## src/hw/rtl/e2c_pkg.sv

```systemverilog
// Shared types, constants and month table for the epoch-to-calendar converter.
package e2c_pkg;

    // Fixed offsets and subtraction steps in seconds, then year and month constants
    localparam logic [31:0] EPOCH_2000       = 32'd946684800;
    localparam logic [31:0] SPAN_2100        = 32'd3155760000;
    localparam logic [31:0] SECS_PER_4Y      = 32'd126230400;
    localparam logic [31:0] SECS_LEAP_YEAR   = 32'd31622400;
    localparam logic [31:0] SECS_COMMON_YEAR = 32'd31536000;
    localparam logic [31:0] SECS_PER_DAY     = 32'd86400;
    localparam logic [31:0] SECS_PER_HOUR    = 32'd3600;
    localparam logic [31:0] SECS_PER_10MIN   = 32'd600;
    localparam logic [31:0] SECS_PER_MIN     = 32'd60;
    localparam logic [11:0] BASE_YEAR        = 12'd2000;
    localparam logic [11:0] LAST_YEAR        = 12'd2099;
    localparam logic [3:0]  MONTH_JAN        = 4'd1;
    localparam logic [3:0]  MONTH_FEB        = 4'd2;
    localparam logic [3:0]  MONTH_DEC        = 4'd12;

    typedef enum logic [3:0] {
        PH_IDLE,
        PH_OFFSET,
        PH_RANGE,
        PH_YEAR4,
        PH_YEAR1,
        PH_MONTH,
        PH_DAY,
        PH_HOUR,
        PH_MIN10,
        PH_MIN1,
        PH_DONE
    } phase_t;

    typedef struct packed {
        logic [11:0] year;
        logic [3:0]  month;
        logic [4:0]  day;
        logic [4:0]  hour;
        logic [5:0]  minute;
        logic [5:0]  second;
        logic        oor;
    } date_t;

    // Days in a month, February lengthened in leap years
    function automatic logic [4:0] month_len(input logic [3:0] month, input logic leap);
        logic [4:0] len;
        begin
            unique case (month)
                MONTH_FEB:                 len = leap ? 5'd29 : 5'd28;
                4'd4, 4'd6, 4'd9, 4'd11:   len = 5'd30;
                default:                   len = 5'd31;
            endcase
            return len;
        end
    endfunction

    // Seconds in a month, February lengthened in leap years
    function automatic logic [31:0] month_secs(input logic [3:0] month, input logic leap);
        logic [31:0] secs;
        begin
            unique case (month)
                MONTH_FEB:                 secs = leap ? 32'd2505600 : 32'd2419200;
                4'd4, 4'd6, 4'd9, 4'd11:   secs = 32'd2592000;
                default:                   secs = 32'd2678400;
            endcase
            return secs;
        end
    endfunction

endpackage

```

## src/hw/rtl/e2c_alu.sv

```systemverilog
// Shared 32-bit subtract and compare unit.
module e2c_alu (
    input  logic [31:0] op_a,
    input  logic [31:0] op_b,
    output logic [31:0] diff,
    output logic        ge
);
    logic [32:0] wide;

    // Subtract with borrow; no borrow means op_a >= op_b
    assign wide = {1'b0, op_a} - {1'b0, op_b};
    assign diff = wide[31:0];
    assign ge   = ~wide[32];

endmodule

```

## src/hw/rtl/e2c_core.sv

```systemverilog
// Sequencer and datapath: offset, range check, then a subtract walk down to minutes.
module e2c_core (
    input  logic            clk,
    input  logic            rst_n,
    input  logic            start,
    input  logic [31:0]     unix_seconds,
    input  logic            take,
    output logic            idle,
    output logic            done,
    output e2c_pkg::date_t  result
);
    import e2c_pkg::*;

    phase_t      state_reg, state_next;
    logic [31:0] val_reg, val_next;
    logic [11:0] year_reg, year_next;
    logic [3:0]  month_reg, month_next;
    logic [4:0]  day_reg, day_next;
    logic [4:0]  hour_reg, hour_next;
    logic [5:0]  min_reg, min_next;
    logic        oor_reg, oor_next;

    logic [31:0] op_b, diff;
    logic        ge;
    logic        leap;

    e2c_alu u_alu (
        .op_a (val_reg),
        .op_b (op_b),
        .diff (diff),
        .ge   (ge)
    );

    // Years 2000..2099: leap exactly when divisible by four
    assign leap = (year_reg[1:0] == 2'b00);

    // Next state, step selection and datapath updates
    always_comb
    begin
        state_next = state_reg;
        val_next   = val_reg;
        year_next  = year_reg;
        month_next = month_reg;
        day_next   = day_reg;
        hour_next  = hour_reg;
        min_next   = min_reg;
        oor_next   = oor_reg;
        op_b       = EPOCH_2000;

        unique case (state_reg)
            PH_IDLE:
            begin
                if (start)
                begin
                    val_next   = unix_seconds;
                    state_next = PH_OFFSET;
                end
            end
            PH_OFFSET, PH_RANGE:
            begin
                op_b = (state_reg == PH_OFFSET) ? EPOCH_2000 : SPAN_2100;
                if ((state_reg == PH_OFFSET) ? !ge : ge)
                begin
                    // Outside 2000..2099: report the base date
                    oor_next   = 1'b1;
                    val_next   = '0;
                    year_next  = BASE_YEAR;
                    month_next = MONTH_JAN;
                    day_next   = '0;
                    hour_next  = '0;
                    min_next   = '0;
                    state_next = PH_DONE;
                end
                else if (state_reg == PH_OFFSET)
                begin
                    val_next   = diff;
                    state_next = PH_RANGE;
                end
                else
                begin
                    oor_next   = 1'b0;
                    year_next  = BASE_YEAR;
                    month_next = MONTH_JAN;
                    day_next   = '0;
                    hour_next  = '0;
                    min_next   = '0;
                    state_next = PH_YEAR4;
                end
            end
            PH_YEAR4:
            begin
                // Drop whole four-year blocks
                op_b = SECS_PER_4Y;
                if (ge)
                begin
                    val_next  = diff;
                    year_next = year_reg + 12'd4;
                end
                else
                begin
                    state_next = PH_YEAR1;
                end
            end
            PH_YEAR1:
            begin
                op_b = leap ? SECS_LEAP_YEAR : SECS_COMMON_YEAR;
                if (ge)
                begin
                    val_next  = diff;
                    year_next = year_reg + 12'd1;
                end
                else
                begin
                    state_next = PH_MONTH;
                end
            end
            PH_MONTH:
            begin
                // December takes whatever is left
                op_b = month_secs(month_reg, leap);
                if (ge && (month_reg != MONTH_DEC))
                begin
                    val_next   = diff;
                    month_next = month_reg + 4'd1;
                end
                else
                begin
                    state_next = PH_DAY;
                end
            end
            PH_DAY:
            begin
                op_b = SECS_PER_DAY;
                if (ge)
                begin
                    val_next = diff;
                    day_next = day_reg + 5'd1;
                end
                else
                begin
                    state_next = PH_HOUR;
                end
            end
            PH_HOUR:
            begin
                op_b = SECS_PER_HOUR;
                if (ge)
                begin
                    val_next  = diff;
                    hour_next = hour_reg + 5'd1;
                end
                else
                begin
                    state_next = PH_MIN10;
                end
            end
            PH_MIN10:
            begin
                // Tens of minutes first, then single minutes
                op_b = SECS_PER_10MIN;
                if (ge)
                begin
                    val_next = diff;
                    min_next = min_reg + 6'd10;
                end
                else
                begin
                    state_next = PH_MIN1;
                end
            end
            PH_MIN1:
            begin
                op_b = SECS_PER_MIN;
                if (ge)
                begin
                    val_next = diff;
                    min_next = min_reg + 6'd1;
                end
                else
                begin
                    state_next = PH_DONE;
                end
            end
            PH_DONE:
            begin
                if (take)
                begin
                    state_next = PH_IDLE;
                end
            end
            default:
            begin
                state_next = PH_IDLE;
            end
        endcase
    end

    // Hold the sequencer phase
    always_ff @(posedge clk or negedge rst_n)
    begin
        if (!rst_n)
        begin
            state_reg <= PH_IDLE;
        end
        else
        begin
            state_reg <= state_next;
        end
    end

    // Advance the working registers
    always_ff @(posedge clk)
    begin
        val_reg   <= val_next;
        year_reg  <= year_next;
        month_reg <= month_next;
        day_reg   <= day_next;
        hour_reg  <= hour_next;
        min_reg   <= min_next;
        oor_reg   <= oor_next;
    end

    assign idle          = (state_reg == PH_IDLE);
    assign done          = (state_reg == PH_DONE);
    assign result.year   = year_reg;
    assign result.month  = month_reg;
    assign result.day    = day_reg + 5'd1;
    assign result.hour   = hour_reg;
    assign result.minute = min_reg;
    assign result.second = val_reg[5:0];
    assign result.oor    = oor_reg;

`ifndef NO_ASSERTIONS
    // A request starts the offset step on the next cycle
    a_start: assert property (@(posedge clk) disable iff (!rst_n)
        (state_reg == PH_IDLE && start) |=> (state_reg == PH_OFFSET))
        else $error("request did not start conversion");

    // Single-year walk starts inside one four-year block
    a_year1: assert property (@(posedge clk) disable iff (!rst_n)
        (state_reg == PH_YEAR1) |-> (val_reg < SECS_PER_4Y))
        else $error("four-year walk left too many seconds");

    // Finished date lies within the covered years and months
    a_date: assert property (@(posedge clk) disable iff (!rst_n)
        (state_reg == PH_DONE) |-> (year_reg >= BASE_YEAR && year_reg <= LAST_YEAR
                                    && month_reg >= MONTH_JAN && month_reg <= MONTH_DEC))
        else $error("finished date out of range");

    // Day of month fits its month
    a_day: assert property (@(posedge clk) disable iff (!rst_n)
        (state_reg == PH_DONE) |-> (day_reg < month_len(month_reg, leap)))
        else $error("day exceeds month length");

    // Time of day fields stay within their ranges
    a_time: assert property (@(posedge clk) disable iff (!rst_n)
        (state_reg == PH_DONE) |-> (val_reg < SECS_PER_MIN && hour_reg < 5'd24
                                    && min_reg < 6'd60))
        else $error("time of day out of range");
`endif

endmodule

```

## src/hw/rtl/epoch_seconds_to_calendar_date_top.sv

```systemverilog
// Top level: request handshake, conversion core and output register.
//
//  channel   signals                                    direction
//  --------  -----------------------------------------  ---------
//  request   in_valid, in_ready, unix_seconds           in
//  result    out_valid, out_ready, cal_year, cal_month,  out
//            cal_day, hour_of_day, minute_of_hour,
//            second_of_minute, out_of_range
//
//  An in-range request runs 2 range checks, then compare-and-subtract steps on the shared
//  32-bit subtractor: up to 25 four-year, 4 single-year, 12 month, 31 day, 24 hour and
//  16 minute steps, and 1 to load the result. A request before 2000 ends after the offset
//  check, one from 2100 onwards after the range check.
//  in_ready is high only while the core is idle; one request is in work at a time.
//  A finished result moves to the output register when that register is free or being taken.
//  Reset clears the sequencer and the result valid flag.
module epoch_seconds_to_calendar_date_top (
    input  logic        clk,
    input  logic        rst_n,
    input  logic        in_valid,
    output logic        in_ready,
    input  logic [31:0] unix_seconds,
    output logic        out_valid,
    input  logic        out_ready,
    output logic [11:0] cal_year,
    output logic [3:0]  cal_month,
    output logic [4:0]  cal_day,
    output logic [4:0]  hour_of_day,
    output logic [5:0]  minute_of_hour,
    output logic [5:0]  second_of_minute,
    output logic        out_of_range
);
    import e2c_pkg::*;

    logic  core_idle;
    logic  core_done;
    logic  take;
    date_t core_result;
    date_t res_reg;
    logic  out_valid_reg, out_valid_next;

    e2c_core u_core (
        .clk          (clk),
        .rst_n        (rst_n),
        .start        (in_valid),
        .unix_seconds (unix_seconds),
        .take         (take),
        .idle         (core_idle),
        .done         (core_done),
        .result       (core_result)
    );

    assign in_ready = core_idle;

    // Load the output register when it is empty or being drained
    assign take = core_done && (!out_valid_reg || out_ready);

    always_comb
    begin
        out_valid_next = out_valid_reg;
        if (take)
        begin
            out_valid_next = 1'b1;
        end
        else if (out_ready)
        begin
            out_valid_next = 1'b0;
        end
    end

    // Hold the result valid flag
    always_ff @(posedge clk or negedge rst_n)
    begin
        if (!rst_n)
        begin
            out_valid_reg <= 1'b0;
        end
        else
        begin
            out_valid_reg <= out_valid_next;
        end
    end

    // Capture the finished result
    always_ff @(posedge clk)
    begin
        if (take)
        begin
            res_reg <= core_result;
        end
    end

    assign out_valid        = out_valid_reg;
    assign cal_year         = res_reg.year;
    assign cal_month        = res_reg.month;
    assign cal_day          = res_reg.day;
    assign hour_of_day      = res_reg.hour;
    assign minute_of_hour   = res_reg.minute;
    assign second_of_minute = res_reg.second;
    assign out_of_range     = res_reg.oor;

endmodule

```

## config.mk

```make
export PLATFORM = sky130hd
export DESIGN_NAME = epoch_seconds_to_calendar_date_top
export DESIGN_NICKNAME = d
export VERILOG_FILES = /design/src/hw/rtl/e2c_pkg.sv /design/src/hw/rtl/e2c_alu.sv /design/src/hw/rtl/e2c_core.sv /design/src/hw/rtl/epoch_seconds_to_calendar_date_top.sv
export SDC_FILE = /design/constraint.sdc
export NUM_CORES = 1
export LEC_CHECK = 0
export BUFFER_PORTS_ARGS = -buffer_cell sky130_fd_sc_hd__buf_4
export CORE_ASPECT_RATIO = 1.75
export CORE_MARGIN = 2
export CORE_UTILIZATION = 55
export DETAILED_ROUTE_END_ITERATION = 10
export GPL_ROUTABILITY_DRIVEN = 0
export GPL_TIMING_DRIVEN = 0
export PLACE_DENSITY_LB_ADDON = 0.25
export SLEW_MARGIN = 15
export SYNTH_ARGS = -nofsm -noshare
export SYNTH_HDL_FRONTEND = slang
export SYNTH_SLANG_ARGS = --single-unit
```

## constraint.sdc

```tcl
create_clock -name clk -period 11.84 [get_ports clk]
set_input_delay 3.552 -clock clk [delete_from_list [all_inputs] [get_ports clk]]
set_output_delay 3.552 -clock clk [all_outputs]
set_load 0.01 [all_outputs]
```

==> results.yml <==
synthesis:
  ys_seq_area_share_pct: 47.4
  netlist_area_um2: 6860
  ys_ff_latch: 109
  synth.distinct_cells: 69
  yosys.area.top_type_share_pct: 45.5
  synth_area_leader_cell: "edfxtp_1"
  postSynthAreaPerCell_um2: 9.81
  ys.flop_type: "edfxtp_1"
  synth.most_common_cell: "edfxtp_1"
  synth_nets: 777
  syn_inst: 699
  async_reset_ff_share_pct: 4.59
  synth.cells.most_frequent: "edfxtp_1, nand2_1, a21oi_1"
  yosys_warnings: 0
  ys_top_cells_by_area: "edfxtp_1, ha_1, a21oi_1"
  synth_enable_flop_cells: 104
setup_path:
  critical_path_buf_inv_count: 7
  crit_fanout: 10
  critical_path_class: "reg2reg"
  worstPathRequired_ns: 11.92
  cpPeakStageDelay_ns: 0.78
  path_common_cell: "clkbuf_1"
  startpoint_type: "flip-flop"
  cp_cell_sequence: "clkbuf_1 > nor2_1 > nand2_1 > nand2_1 > clkbuf_1 > nor4_1 > ha_1 > buf_6 > a21o_1 > and4_1 > o32a_1 > a31oi_4 > a21oi_4 > or2_4 > inv_1 > ha_1 > clkbuf_1 > inv_1 > o21ai_0 > a21oi_1 > nor2_1 > clkbuf_1 > o21ai_0"
  crit_path_end_kind: "flip-flop"
  cpMaxStageDelayCell: "nor2_1"
  arrival_ns: 7.21
  path_delay_family: "simple AND/OR/NAND/NOR gates"
routing:
  routed_wl_um: 17800
  antenna_left: 0
  routedWlPerCell_um: 18.5
  vias: 6022
  avgViaCountPerCell: 6.24
  drcViolationCount: 0
  dr.pass1.iters: 7
  drtIter0Drc: 691
sta:
  fin_crit_ns: 7.13
  finalHoldViolCount: 0
  rsz0062_at_grt: "false"
  setup_viol: 0
  fmax_mhz: 140
  relSlewSlack_pct: 31.2
  fin_crit_sh_pct: 60.2
  layout_setup_ws_ns: 4.71
  setup_tns_ns: 0
  skew_ns: 0.00872
  drv_slew: 0
  worst_pin_slew_ns: 1.03
clock_tree:
  cts_tree: "built"
  cts_resized: 0
  clock_sinks: 109
  cts_made_buffers: 9
  htree_levels: 3
  post_cts_buffers: 0
  cts-root-buf: "clkbuf_16"
  clk_pin_slew_ns: 0.08
  cts_hold_buf: 0
  clock_latency_ns: 0.36
  clk_path_buf_depth: 2
die:
  die_height_um: 152
  die_w_um: 88.4
  start_util_pct: 55.8
  dieArea_um2: 13400
  rows: 54
  core_region_area_um2: 12300
  io_pins: 77
global_routing:
  track_usage_pct: 27.4
  antenna_found_initial: 0
  grt_pass1_vias: 5910
  grt_max_degree: 21
  grt.overflow.total: 0
  grt_pass1_wl_um: 28500
layout:
  drive_above_1_share_pct: 14.9
  antenna-diode-count: 0
  areaGrowthSynthToFinish_pct: 16.6
  largest_reg_flops: 32
  nets: 870
hold_path:
  hold_path.class: "reg2reg"
placement:
  hpwl_um: 13300
  io_buffer_count: 76
  dpl_worst_slack_ns: 4.90
outcome:
  status: "finished, final reports clean"
run:
  maxCapViolations: 0
## cell families after synthesis
kind of cell	synth area share, %
XOR/XNOR	4.34
buffers and inverters	3.61
multiplexers	0.292
AND/OR/NAND/NOR	14.8
adder cells (fa/ha/maj)	7.77
flip-flops	47.4
AO/OA/AOI/OAI	21.8
## layout make-up
class | instances | area, um^2
plain buffers | 29 | 128
clock buffers | 9 | 225
clock inverters | 7 | 66.3
fillers | 1081 | 4300
inverters | 32 | 120
multi-input cells | 529 | 3370
flip-flops and latches | 109 | 3250
well taps | 168 | 210
repair buffers | 82 | 627
## per-stage QoR
stage	hold WS [ns]	utilization, %	instances	area (um^2)
2_1_floorplan	0.400	-	699	6860
4_1_cts	0.438	65.0	965	8000
3_3_place_gp	0.407	62.1	943	7640
5_1_grt	0.444	65.0	965	8000
6_report	0.431	65.0	965	8000
3_5_place_dp	0.419	62.7	949	7710
## final timing paths
| kind | to | startpoint | slack [ns] | cells past startpoint |
|---|---|---|---|---|
| worst max-delay path | u_core.val_reg[24] | u_core.state_reg[2] | 4.71 | 23 |
| worst min-delay path | second_of_minute[0] | u_core.val_reg[0] | 0.43 | 0 |
| worst max register to register | u_core.val_reg[24] | u_core.state_reg[2] | 4.71 | 23 |
| worst min register to register | second_of_minute[0] | u_core.val_reg[0] | 0.43 | 0 |
| max in group asynchronous | u_core.state_reg[1] | rst_n | 8.73 | 1 |
| min in group asynchronous | u_core.state_reg[2] | rst_n | 2.99 | 1 |
## per-layer routing
metal | GRT usage [%] | wire [um] | vias to the layer above
met2 | 48.1 | 9160 | 304
met1 | 31.3 | 6630 | 2817
met3 | 3.58 | 1010 | 90
li1 | - | - | 2811
met4 | 15.9 | 1020 | 0
met5 | 0 | 0 | -
## worst register-to-register path: stages, from the launching register on
cell	delay (ns)
dfrtp_1	0.41
clkbuf_1	0.23
nor2_1	0.51
nand2_1	0.23
nand2_1	0.38
clkbuf_1	0.61
nor4_1	0.13
ha_1	0.32
buf_6	0.14
a21o_1	0.20
and4_1	0.21
o32a_1	0.33
a31oi_4	0.20
a21oi_4	0.14
or2_4	0.28
inv_1	0.10
ha_1	0.14
clkbuf_1	0.34
inv_1	0.12
o21ai_0	0.16
a21oi_1	0.12
nor2_1	0.78
clkbuf_1	0.56
o21ai_0	0.21
## placed cells by master, fill, tap and decap left out, types with 3 or more instances in the layout
cell type  count
a211oi_1       7
a21boi_0       3
a21o_1        20
a21oi_1       64
a22oi_1        3
a31oi_1        6
and2_1         5
and3_1        11
buf_1          4
buf_2          5
buf_4         80
buf_6          4
clkbuf_1      17
clkbuf_16      9
clkinv_1       3
dfrtp_1        5
edfxtp_1     104
ha_1          41
inv_1         30
nand2_1       79
nand2b_1       6
nand3_1       17
nand4_1       11
nor2_1        58
nor2b_1        5
nor3_1        16
o2111ai_1      4
o211a_1        3
o211ai_1      12
o21a_1         5
o21ai_0       60
o22ai_1        6
o311ai_0       4
o31ai_1        4
xnor2_1       18
xor2_1        16
Power is not shown: default switching activity piles up to over one toggle a cycle in this logic, so the estimate is an artifact.
